$ cat config.mk
export PLATFORM = sky130hd
export DESIGN_NAME = sorted_list_insert_search_top
export DESIGN_NICKNAME = d
export VERILOG_FILES = /design/src/sv/slis_pkg.sv /design/src/sv/slis_cell.sv /design/src/sv/slis_encoder.sv /design/src/sv/sorted_list_insert_search_top.sv
export SDC_FILE = /design/constraint.sdc
export NUM_CORES = 2
export LEC_CHECK = 0
export ABC_AREA = 1
export BUFFER_PORTS_ARGS = -buffer_cell sky130_fd_sc_hd__buf_2
export CORE_MARGIN = 3
export CORE_UTILIZATION = 41
export CTS_BUF_LIST = sky130_fd_sc_hd__clkbuf_8 sky130_fd_sc_hd__clkbuf_16
export CTS_CLUSTER_SIZE = 8
export DETAILED_ROUTE_END_ITERATION = 8
export GPL_TIMING_DRIVEN = 0
export PLACE_DENSITY = 0.69
export SETUP_SLACK_MARGIN = 0.4
export SLEW_MARGIN = 5
export SYNTH_ARGS = -nofsm -noshare
export SYNTH_HDL_FRONTEND = slang
export SYNTH_SLANG_ARGS = --single-unit
export TNS_END_PERCENT = 1
$ cat constraint.sdc
create_clock -name clk -period 2.8 [get_ports clk]
set_input_delay 0.28 -clock clk [delete_from_list [all_inputs] [get_ports clk]]
set_output_delay 0.28 -clock clk [all_outputs]
set_load 0.01 [all_outputs]
$ cat src/sv/slis_pkg.sv
// ---------------------------------------------------------------------------
// slis_pkg
// Shared types and codes for the sorted list insert and search block.
// ---------------------------------------------------------------------------
package slis_pkg;

  localparam int VALUE_W   = 32;
  localparam int POS_OUT_W = 4;
  localparam int CNT_OUT_W = 5;

  localparam logic OP_INSERT = 1'b0;
  localparam logic OP_SEARCH = 1'b1;

  localparam logic STATUS_OK   = 1'b0;
  localparam logic STATUS_FULL = 1'b1;

  // per-cell compare results
  typedef struct packed {
    logic lt;        // occupied and stored value smaller than the key
    logic eq;        // occupied and stored value equal to the key
    logic boundary;  // first cell that is not smaller
  } cell_flags_t;

endpackage

$ cat src/sv/slis_cell.sv
// ---------------------------------------------------------------------------
// slis_cell
// One entry of the sorted chain: holds a value, compares it to the key and
// either keeps it, takes the key or takes the left neighbor's value.
// ---------------------------------------------------------------------------
module slis_cell
  import slis_pkg::*;
(
  input  logic                      clk,
  input  logic signed [VALUE_W-1:0] key,
  input  logic                      occupied,
  input  logic                      cmp_en,
  input  logic                      wr_en,
  input  logic signed [VALUE_W-1:0] left_value,
  input  logic                      left_lt,
  output logic signed [VALUE_W-1:0] value,
  output cell_flags_t               flags
);

  logic lt;
  logic eq;

  always_ff @(posedge clk) begin
    if (cmp_en) begin
      lt <= occupied && (value < key);
      eq <= occupied && (value == key);
    end
    if (wr_en) begin
      if (flags.boundary) begin
        value <= key;
      end else if (!lt) begin
        // right of the insert point: shift one place up
        value <= left_value;
      end
    end
  end

  always_comb begin
    flags.lt       = lt;
    flags.eq       = eq;
    flags.boundary = !lt && left_lt;
  end

endmodule

$ cat src/sv/slis_encoder.sv
// ---------------------------------------------------------------------------
// slis_encoder
// Turns the one-hot boundary of the chain into an index and a match flag.
// ---------------------------------------------------------------------------
module slis_encoder
  import slis_pkg::*;
#(
  parameter int CAPACITY = 16,
  parameter int IDX_W    = 4
)
(
  input  cell_flags_t [CAPACITY-1:0] flags,
  output logic        [IDX_W-1:0]    index,
  output logic                       hit
);

  always_comb begin
    index = '0;
    hit   = 1'b0;
    // boundary is one-hot or empty, so an or of the indexes is exact
    for (int i = 0; i < CAPACITY; i++) begin
      if (flags[i].boundary) begin
        index = index | IDX_W'(i);
      end
      hit = hit | (flags[i].boundary & flags[i].eq);
    end
  end

endmodule

$ cat src/sv/sorted_list_insert_search_top.sv
// ---------------------------------------------------------------------------
// sorted_list_insert_search_top
// Sorted store of signed values with insert and search over a cell chain.
// ---------------------------------------------------------------------------
// Keeps up to CAPACITY signed 32-bit values in ascending order in a row of
// cells, each holding one entry. An insert goes in front of the first stored
// value that is not smaller and returns its position and the new count; an
// insert into a full store is dropped with status set. A search returns
// found and the position of the first equal entry. Each item passes through
// three steps: one to take it, one in which every cell compares its entry to
// the value, and one in which the chain shifts and the result is registered.
// The result stays in an output register, and the block waits in the last
// step only while an earlier result has not been taken. Reset empties the
// store; no clearing pass is needed.
// ---------------------------------------------------------------------------
module sorted_list_insert_search_top
  import slis_pkg::*;
#(
  parameter int CAPACITY = 16
)
(
  input  logic        clk,
  input  logic        rst,
  input  logic        s_tvalid,
  output logic        s_tready,
  input  logic [31:0] s_tdata,   // [31:0] value
  input  logic [0:0]  s_tuser,   // [0] opcode
  output logic        m_tvalid,
  input  logic        m_tready,
  output logic [15:0] m_tdata    // [0] status, [1] found, [5:2] position,
                                 // [10:6] count, [15:11] zero
);

  localparam int IDX_W = (CAPACITY > 1) ? $clog2(CAPACITY) : 1;
  localparam int CNT_W = $clog2(CAPACITY + 1);

  typedef enum logic [1:0] {
    ST_IDLE,
    ST_CMP,
    ST_UPD
  } state_t;

  state_t                    state;
  logic                      op;
  logic signed [VALUE_W-1:0] key;
  logic [CNT_W-1:0]          count;

  logic                      res_status;
  logic                      res_found;
  logic [POS_OUT_W-1:0]      res_position;
  logic [CNT_OUT_W-1:0]      res_count;

  logic signed [VALUE_W-1:0] cell_value [CAPACITY];
  cell_flags_t [CAPACITY-1:0] flags;
  logic [CAPACITY-1:0]       occupied;
  logic [IDX_W-1:0]          enc_index;
  logic                      enc_hit;
  logic                      full;
  logic                      proceed;
  logic                      cells_wr;

  assign full     = (count == CNT_W'(CAPACITY));
  assign proceed  = (state == ST_UPD) && (!m_tvalid || m_tready);
  assign cells_wr = proceed && (op == OP_INSERT) && !full;
  assign s_tready = (state == ST_IDLE);

  genvar g;
  generate
    for (g = 0; g < CAPACITY; g++) begin : g_cell
      assign occupied[g] = (CNT_W'(g) < count);
      if (g == 0) begin : g_head
        slis_cell u_cell (
          .clk        (clk),
          .key        (key),
          .occupied   (occupied[g]),
          .cmp_en     (state == ST_CMP),
          .wr_en      (cells_wr),
          .left_value (key),
          .left_lt    (1'b1),
          .value      (cell_value[g]),
          .flags      (flags[g])
        );
      end else begin : g_body
        slis_cell u_cell (
          .clk        (clk),
          .key        (key),
          .occupied   (occupied[g]),
          .cmp_en     (state == ST_CMP),
          .wr_en      (cells_wr),
          .left_value (cell_value[g-1]),
          .left_lt    (flags[g-1].lt),
          .value      (cell_value[g]),
          .flags      (flags[g])
        );
      end
    end
  endgenerate

  slis_encoder #(
    .CAPACITY (CAPACITY),
    .IDX_W    (IDX_W)
  ) u_encoder (
    .flags (flags),
    .index (enc_index),
    .hit   (enc_hit)
  );

  always_ff @(posedge clk) begin
    if (rst) begin
      state    <= ST_IDLE;
      count    <= '0;
      m_tvalid <= 1'b0;
    end else begin
      // a new result in the same cycle keeps valid high
      if (m_tvalid && m_tready && !proceed) begin
        m_tvalid <= 1'b0;
      end
      unique case (state)
        ST_IDLE: begin
          if (s_tvalid) begin
            op    <= s_tuser[0];
            key   <= s_tdata;
            state <= ST_CMP;
          end
        end
        ST_CMP: begin
          state <= ST_UPD;
        end
        ST_UPD: begin
          if (proceed) begin
            m_tvalid <= 1'b1;
            state    <= ST_IDLE;
            if (op == OP_INSERT) begin
              res_found <= 1'b0;
              if (full) begin
                res_status   <= STATUS_FULL;
                res_position <= '0;
                res_count    <= CNT_OUT_W'(count);
              end else begin
                res_status   <= STATUS_OK;
                res_position <= POS_OUT_W'(enc_index);
                res_count    <= CNT_OUT_W'(count + CNT_W'(1));
                count        <= count + CNT_W'(1);
              end
            end else begin
              res_status   <= STATUS_OK;
              res_found    <= enc_hit;
              res_position <= enc_hit ? POS_OUT_W'(enc_index) : '0;
              res_count    <= CNT_OUT_W'(count);
            end
          end
        end
        default: begin
          state <= ST_IDLE;
        end
      endcase
    end
  end

  assign m_tdata = {5'b0, res_count, res_position, res_found, res_status};

endmodule

# Yosys cells after proc, flatten, opt, wreduce, memory -nomap -nowiden
# Index checks and enable logic that the tools add are counted.
# word_totals
reg_bits,596
input_bits,37
# classes
addsub,1
magnitude_cmp,32
eq_ne,36
n_mux,57
bitwise,34
n_reduce_logical,93
# op_table
op,n
$mux W32,30
$eq A32 B32 Y1,16
$lt A32 B32 Y1,16
$logic_and A1 B1 Y1,52
$mux W4,11
$lt A4 B5 Y1 const A,8
$reduce_and A2 Y1,18
$ne A2 B1 Y1 const B,15
$lt A3 B5 Y1 const A,4
$logic_not A1 Y1,19
$and A1 B1 Y1,16
$or A1 B1 Y1,15
$mux W3,4
$lt A1 B5 Y1 const A,2
$lt A2 B5 Y1 const A,2
$mux W5,2
$mux W2,4
$pmux W2 S3,1
$reduce_and A3 Y1,2
$add A5 B1 Y5 const B,1
$eq A5 B5 Y1 const B,1
$mux W1,5
$ne A2 B2 Y1 const B,2
$not A1 Y1,3
4 further kinds,4

# Logic depth before layout (Yosys ltp)
# logic_depth
word_depth,20
ltp_mapped,16

# Modules after synthesis
# From an unflattened synthesis, not the netlist that was laid out.
# hier_totals
cells_unflattened,4293
hier_area_um2,39140.0
# by_module_without_submodules
module,n_inst,cells_each,area_each_um2,seq_area_each_um2
slis_cell,16,255,2304.7,1021.0
sorted_list_insert_search_top,1,162,2037.0,1481.4
slis_encoder,1,51,227.7,0.0

# Worst setup path before layout
# Ideal clock, no wire load.
# synth_path
path_kind,reg-to-reg
start,register count[0]
end,"register g_cell[0].g_head.u_cell.value[0], enable pin"
setup_ns,0.421
arrival_ns,2.705
required_ns,2.379
path_slack_ns,-0.327
stages_incl_launch_ff,11
n_path_buf,1
synth_period_minus_slack_ns,3.127
path_cell_list,dfxtp_1 -> inv_1 -> ha_1 -> nand3_2 -> inv_1 -> nor2_2 -> inv_2 -> nor2_2 -> inv_2 -> buf_6 -> nor2_1
# synth_between
elab_chain_cells,4
# synth_lines
element,line,text
start: declaration,sorted_list_insert_search_top.sv:46,logic [CNT_W-1:0] count;
start signal: assignment,sorted_list_insert_search_top.sv:143,count <= count + CNT_W'(1);
$eq A5 B5 Y1,sorted_list_insert_search_top.sv:62,assign full = (count == CNT_W'(CAPACITY));
$logic_not A1 Y1,sorted_list_insert_search_top.sv:64,assign cells_wr = proceed && (op == OP_INSERT) && !full;
$logic_and A1 B1 Y1,sorted_list_insert_search_top.sv:64,
$reduce_and A2 Y1 (no source line),-,
end signal: assignment,slis_cell.sv:30,value <= key;
end signal: assignment,slis_cell.sv:33,value <= left_value;
end: declaration,slis_cell.sv:16,"output logic signed [VALUE_W-1:0] value,"
# No other way between the ends.
# A chain may end at the register's enable or synchronous reset.

# Worst setup path after layout
# layout_path
start,register key[31]
end,register g_cell[0].g_head.u_cell.lt (data pin)
# layout_between
elab_chain_cells,2
# layout_lines
element,line,text
start: declaration,sorted_list_insert_search_top.sv:45,logic signed [VALUE_W-1:0] key;
start signal: assignment,sorted_list_insert_search_top.sv:122,key <= s_tdata;
$lt A32 B32 Y1,slis_cell.sv:25,lt <= occupied && (value < key);
$logic_and A1 B1 Y1,slis_cell.sv:25,
end signal: assignment,slis_cell.sv:25,
end: declaration,slis_cell.sv:20,logic lt;
# No other way between the ends.

==> flow_metrics.env <==
export IMPL_die_w_um=300
export IMPL_synth_cell_type_count=37
export IMPL_max_slew_margin_rel_pct=29.7
export IMPL_status="complete, no violations"
export IMPL_grt_busiest_layer="met2"
export IMPL_synthFlopType="edfxtp_1"
export IMPL_ant_nets=0
export IMPL_ir_drop_mv=0.455
export IMPL_wl_per_cell_um=18.0
export IMPL_skew_ns=0.0165
export IMPL_gp_congestion=0.920
export IMPL_coreArea_sq_mm=0.0853
export IMPL_routed_wirelength_um=91600
export IMPL_max_freq_ghz=0.388
export IMPL_finalCritPeriodShare_pct=92.1
export IMPL_layout_common_cells="962 x nand2_1, 588 x edfxtp_1, 510 x o21ai_0"
export IMPL_synthArstFlopShare_pct=0
export IMPL_overflow=0
export IMPL_rows=107
export IMPL_die_area_sq_mm=0.0898
export IMPL_clk_pin_slew_worst_paths_ns=0.05
export IMPL_cts_root_buf="clkbuf_16"
export IMPL_worst_pin_slew_ns=1.05
export IMPL_start_util_pct=41.5
export IMPL_antenna_found_initial=0
export IMPL_diodes=0
export IMPL_grtUsageMet1_pct=25.3
export IMPL_boundaryPins=55
export IMPL_clk_path_buf_depth=3
export IMPL_cts_max_level=3
export IMPL_worstHoldStart="rst"
export IMPL_placed_cells=4859
export IMPL_final_common_cell="nand2_1"
export IMPL_p_per_area_mw_per_mm2=505
export IMPL_dr_pass1_iters=6
export IMPL_startpoint="key[31]$_DFFE_PP_"
export IMPL_met3_usage_pct=3.21
export IMPL_seq_area_frac_synth_pct=50.4
export IMPL_drive_above_1_share_pct=10.2
export IMPL_postSynthCellCount=3658
export IMPL_grt_first_pass_wirelength_um=142000
export IMPL_min_delay_path_depth=2
export IMPL_r2r_start="key[31]$_DFFE_PP_"
export IMPL_worstPathArrival_ns=2.98
export IMPL_port_buffers=49
export IMPL_die_height_um=300
export IMPL_cts_tree="built"
export IMPL_vias=27300
export IMPL_drv_cap=0
export IMPL_yosysWarnings=0
export IMPL_stdcell_count=5078
export IMPL_track_usage_pct=20.1
export IMPL_cp_start_kind="register"
export IMPL_setup_viol=0
export IMPL_numCtsBuffers=84
export IMPL_drt_vias_per_instance=5.39
export IMPL_timing_final_crit_period_ns=2.58
export IMPL_cp_required_ns=3.20
export IMPL_dp_final_hpwl_um=66100
export IMPL_syn_avg_cell_area_sq_um=9.67
export IMPL_whs_ns=0.0414
export IMPL_netlist_area_sq_mm=0.0354
export IMPL_hp_class="input port to register"
export IMPL_synth_seq_cells=596
export IMPL_p_leak_nw=17.5
export IMPL_clock_sinks=596
export IMPL_n_fill_cell=7537
export IMPL_rsz0062_at_grt="yes"
export IMPL_path_class="register to register"
export IMPL_crit_path_end_kind="register"
export IMPL_drt_iter0_drc=2215
export IMPL_final_max_slew_viol_count=0
export IMPL_drc=0
export IMPL_clock_latency_ns=0.64
export IMPL_syn_to_final_growth_pct=18.0
export IMPL_grt_pass1_vias=26900
export IMPL_use_met2_pct=34.2
export IMPL_crit_fanout=7
export IMPL_grt_max_degree=33
export IMPL_final_hold_viol_count=0
export IMPL_rr_worst_depth=12
export IMPL_final_nets=4454
export IMPL_synth_enable_flop_cells=588
flip-flops by register name, summed over array words and instances, names as in the netlist, 2 cells and up:
| signal | flops |
|---|---|
| state | 2 |
| key | 32 |
| count | 5 |
| g_cell.g_body.u_cell.lt | 15 |
| g_cell.g_body.u_cell.eq | 15 |
| res_position | 4 |
| g_cell.g_body.u_cell.value | 480 |
| res_count | 5 |
| g_cell.g_head.u_cell.value | 32 |
power by group:
part | internal, mW | switching, mW | leakage [nW]
clock network | 5.35 | 3.85 | 1.22
registers | 9.93 | 0.0884 | 5.42
logic | 0.641 | 1.21 | 10.9
cells in the mapped netlist, types with 2 or more instances:
library cell,count,area share [%]
buf_6,3,0.096
buf_2,18,0.25
xor2_1,2,0.050
and3_1,8,0.14
buf_1,4,0.042
ha_1,514,18
o21a_1,32,0.68
nor2_2,3,0.053
o31ai_1,2,0.042
nand3_1,33,0.47
nand2_1,984,10
inv_1,203,2.2
o21ai_1,11,0.16
edfxtp_1,588,50
nor2_1,212,2.3
o21ai_0,510,7.2
inv_2,13,0.14
buf_4,7,0.15
a21oi_1,299,4.2
clkbuf_1,105,1.1
nand4_1,36,0.64
a21o_1,6,0.13
dfxtp_1,8,0.45
nor3_1,22,0.31
nor4_1,23,0.41
worst max-delay path, stage by stage, from the launching register on:
cell        delay, ns
edfxtp_1         0.39
clkinvlp_4       0.23
buf_12           0.20
clkbuf_16        0.18
buf_6            0.13
ha_4             0.28
nand2_4          0.06
nor2_4           0.14
nand2_4          0.07
nor4_4           0.27
nand2_1          0.17
a21oi_2          0.16
nor2_1           0.05
worst paths after layout:
path | to | slack (ns)
worst min register to register | g_cell[0].g_head.u_cell.value[24]$_DFFE_PP_ | 0.44
worst max-delay path | g_cell[0].g_head.u_cell.lt$_DFFE_PN_ | 0.22
worst min-delay path | state[1]$_SDFFE_PP0P_ | 0.04
worst max register to register | g_cell[0].g_head.u_cell.lt$_DFFE_PN_ | 0.22
stage by stage:
step / TNS (ns) / worst slack, ns / area, sq um / utilization (%) / total power, mW
after floorplan: 0 / 0.173 / 35400 / - / 11.3
after global routing: 0 / 0.135 / 41700 / 48.9 / 21.8
after CTS: 0 / 0.168 / 41200 / 48.4 / 21.1
after detailed placement: -80.08 / -0.743 / 37300 / 43.7 / 11.8
final: 0 / 0.220 / 41700 / 48.9 / 21.1
after global placement: -276.99 / -1.02 / 37100 / 43.5 / 11.7
layout make-up:
type / count / area, sq um / share of cell area [%]
Multi-Input combinational cell: 2726 / 17000 / 40.8
Timing Repair inverter: 1 / 5.00 / 0.0120
Timing Repair Buffer: 141 / 1400 / 3.36
Clock buffer: 84 / 2100 / 5.04
Clock inverter: 33 / 205 / 0.492
Inverter: 216 / 825 / 1.98
Tap cell: 1144 / 1430 / 3.43
Sequential cell: 596 / 17800 / 42.7
Buffer: 137 / 925 / 2.22
routing by layer:
layer,share of wire (%),wire (um)
met1,43,39000
met2,47,43400
met3,5.6,5110
met4,4.5,4160
met5,0,0
cell families (layout without fill, tap and decap cells):
group | count (synthesis) | after routing | synth area share (%)
buf+inv | 353 | 612 | 3.95
other cells | 1 | 5 | 0.0106
simple gates | 1327 | 1340 | 14.9
flops | 596 | 596 | 50.4
xor+xnor | 2 | 2 | 0.0495
compound gates | 865 | 865 | 12.6
fa+ha+maj | 514 | 514 | 18.2
what timing repair did:
| action | in CTS | in global routing |
|---|---|---|
| pin swaps | 42 | 31 |
| hold buffers | 36 | 0 |
| hold endpoints to repair | 36 | 0 |
| buffers inserted | 34 | 14 |
| setup endpoints to repair | 506 | 540 |
| cloned | 18 | 0 |
| resized for setup | 141 | 94 |
Power figures use the tool's default switching activity.
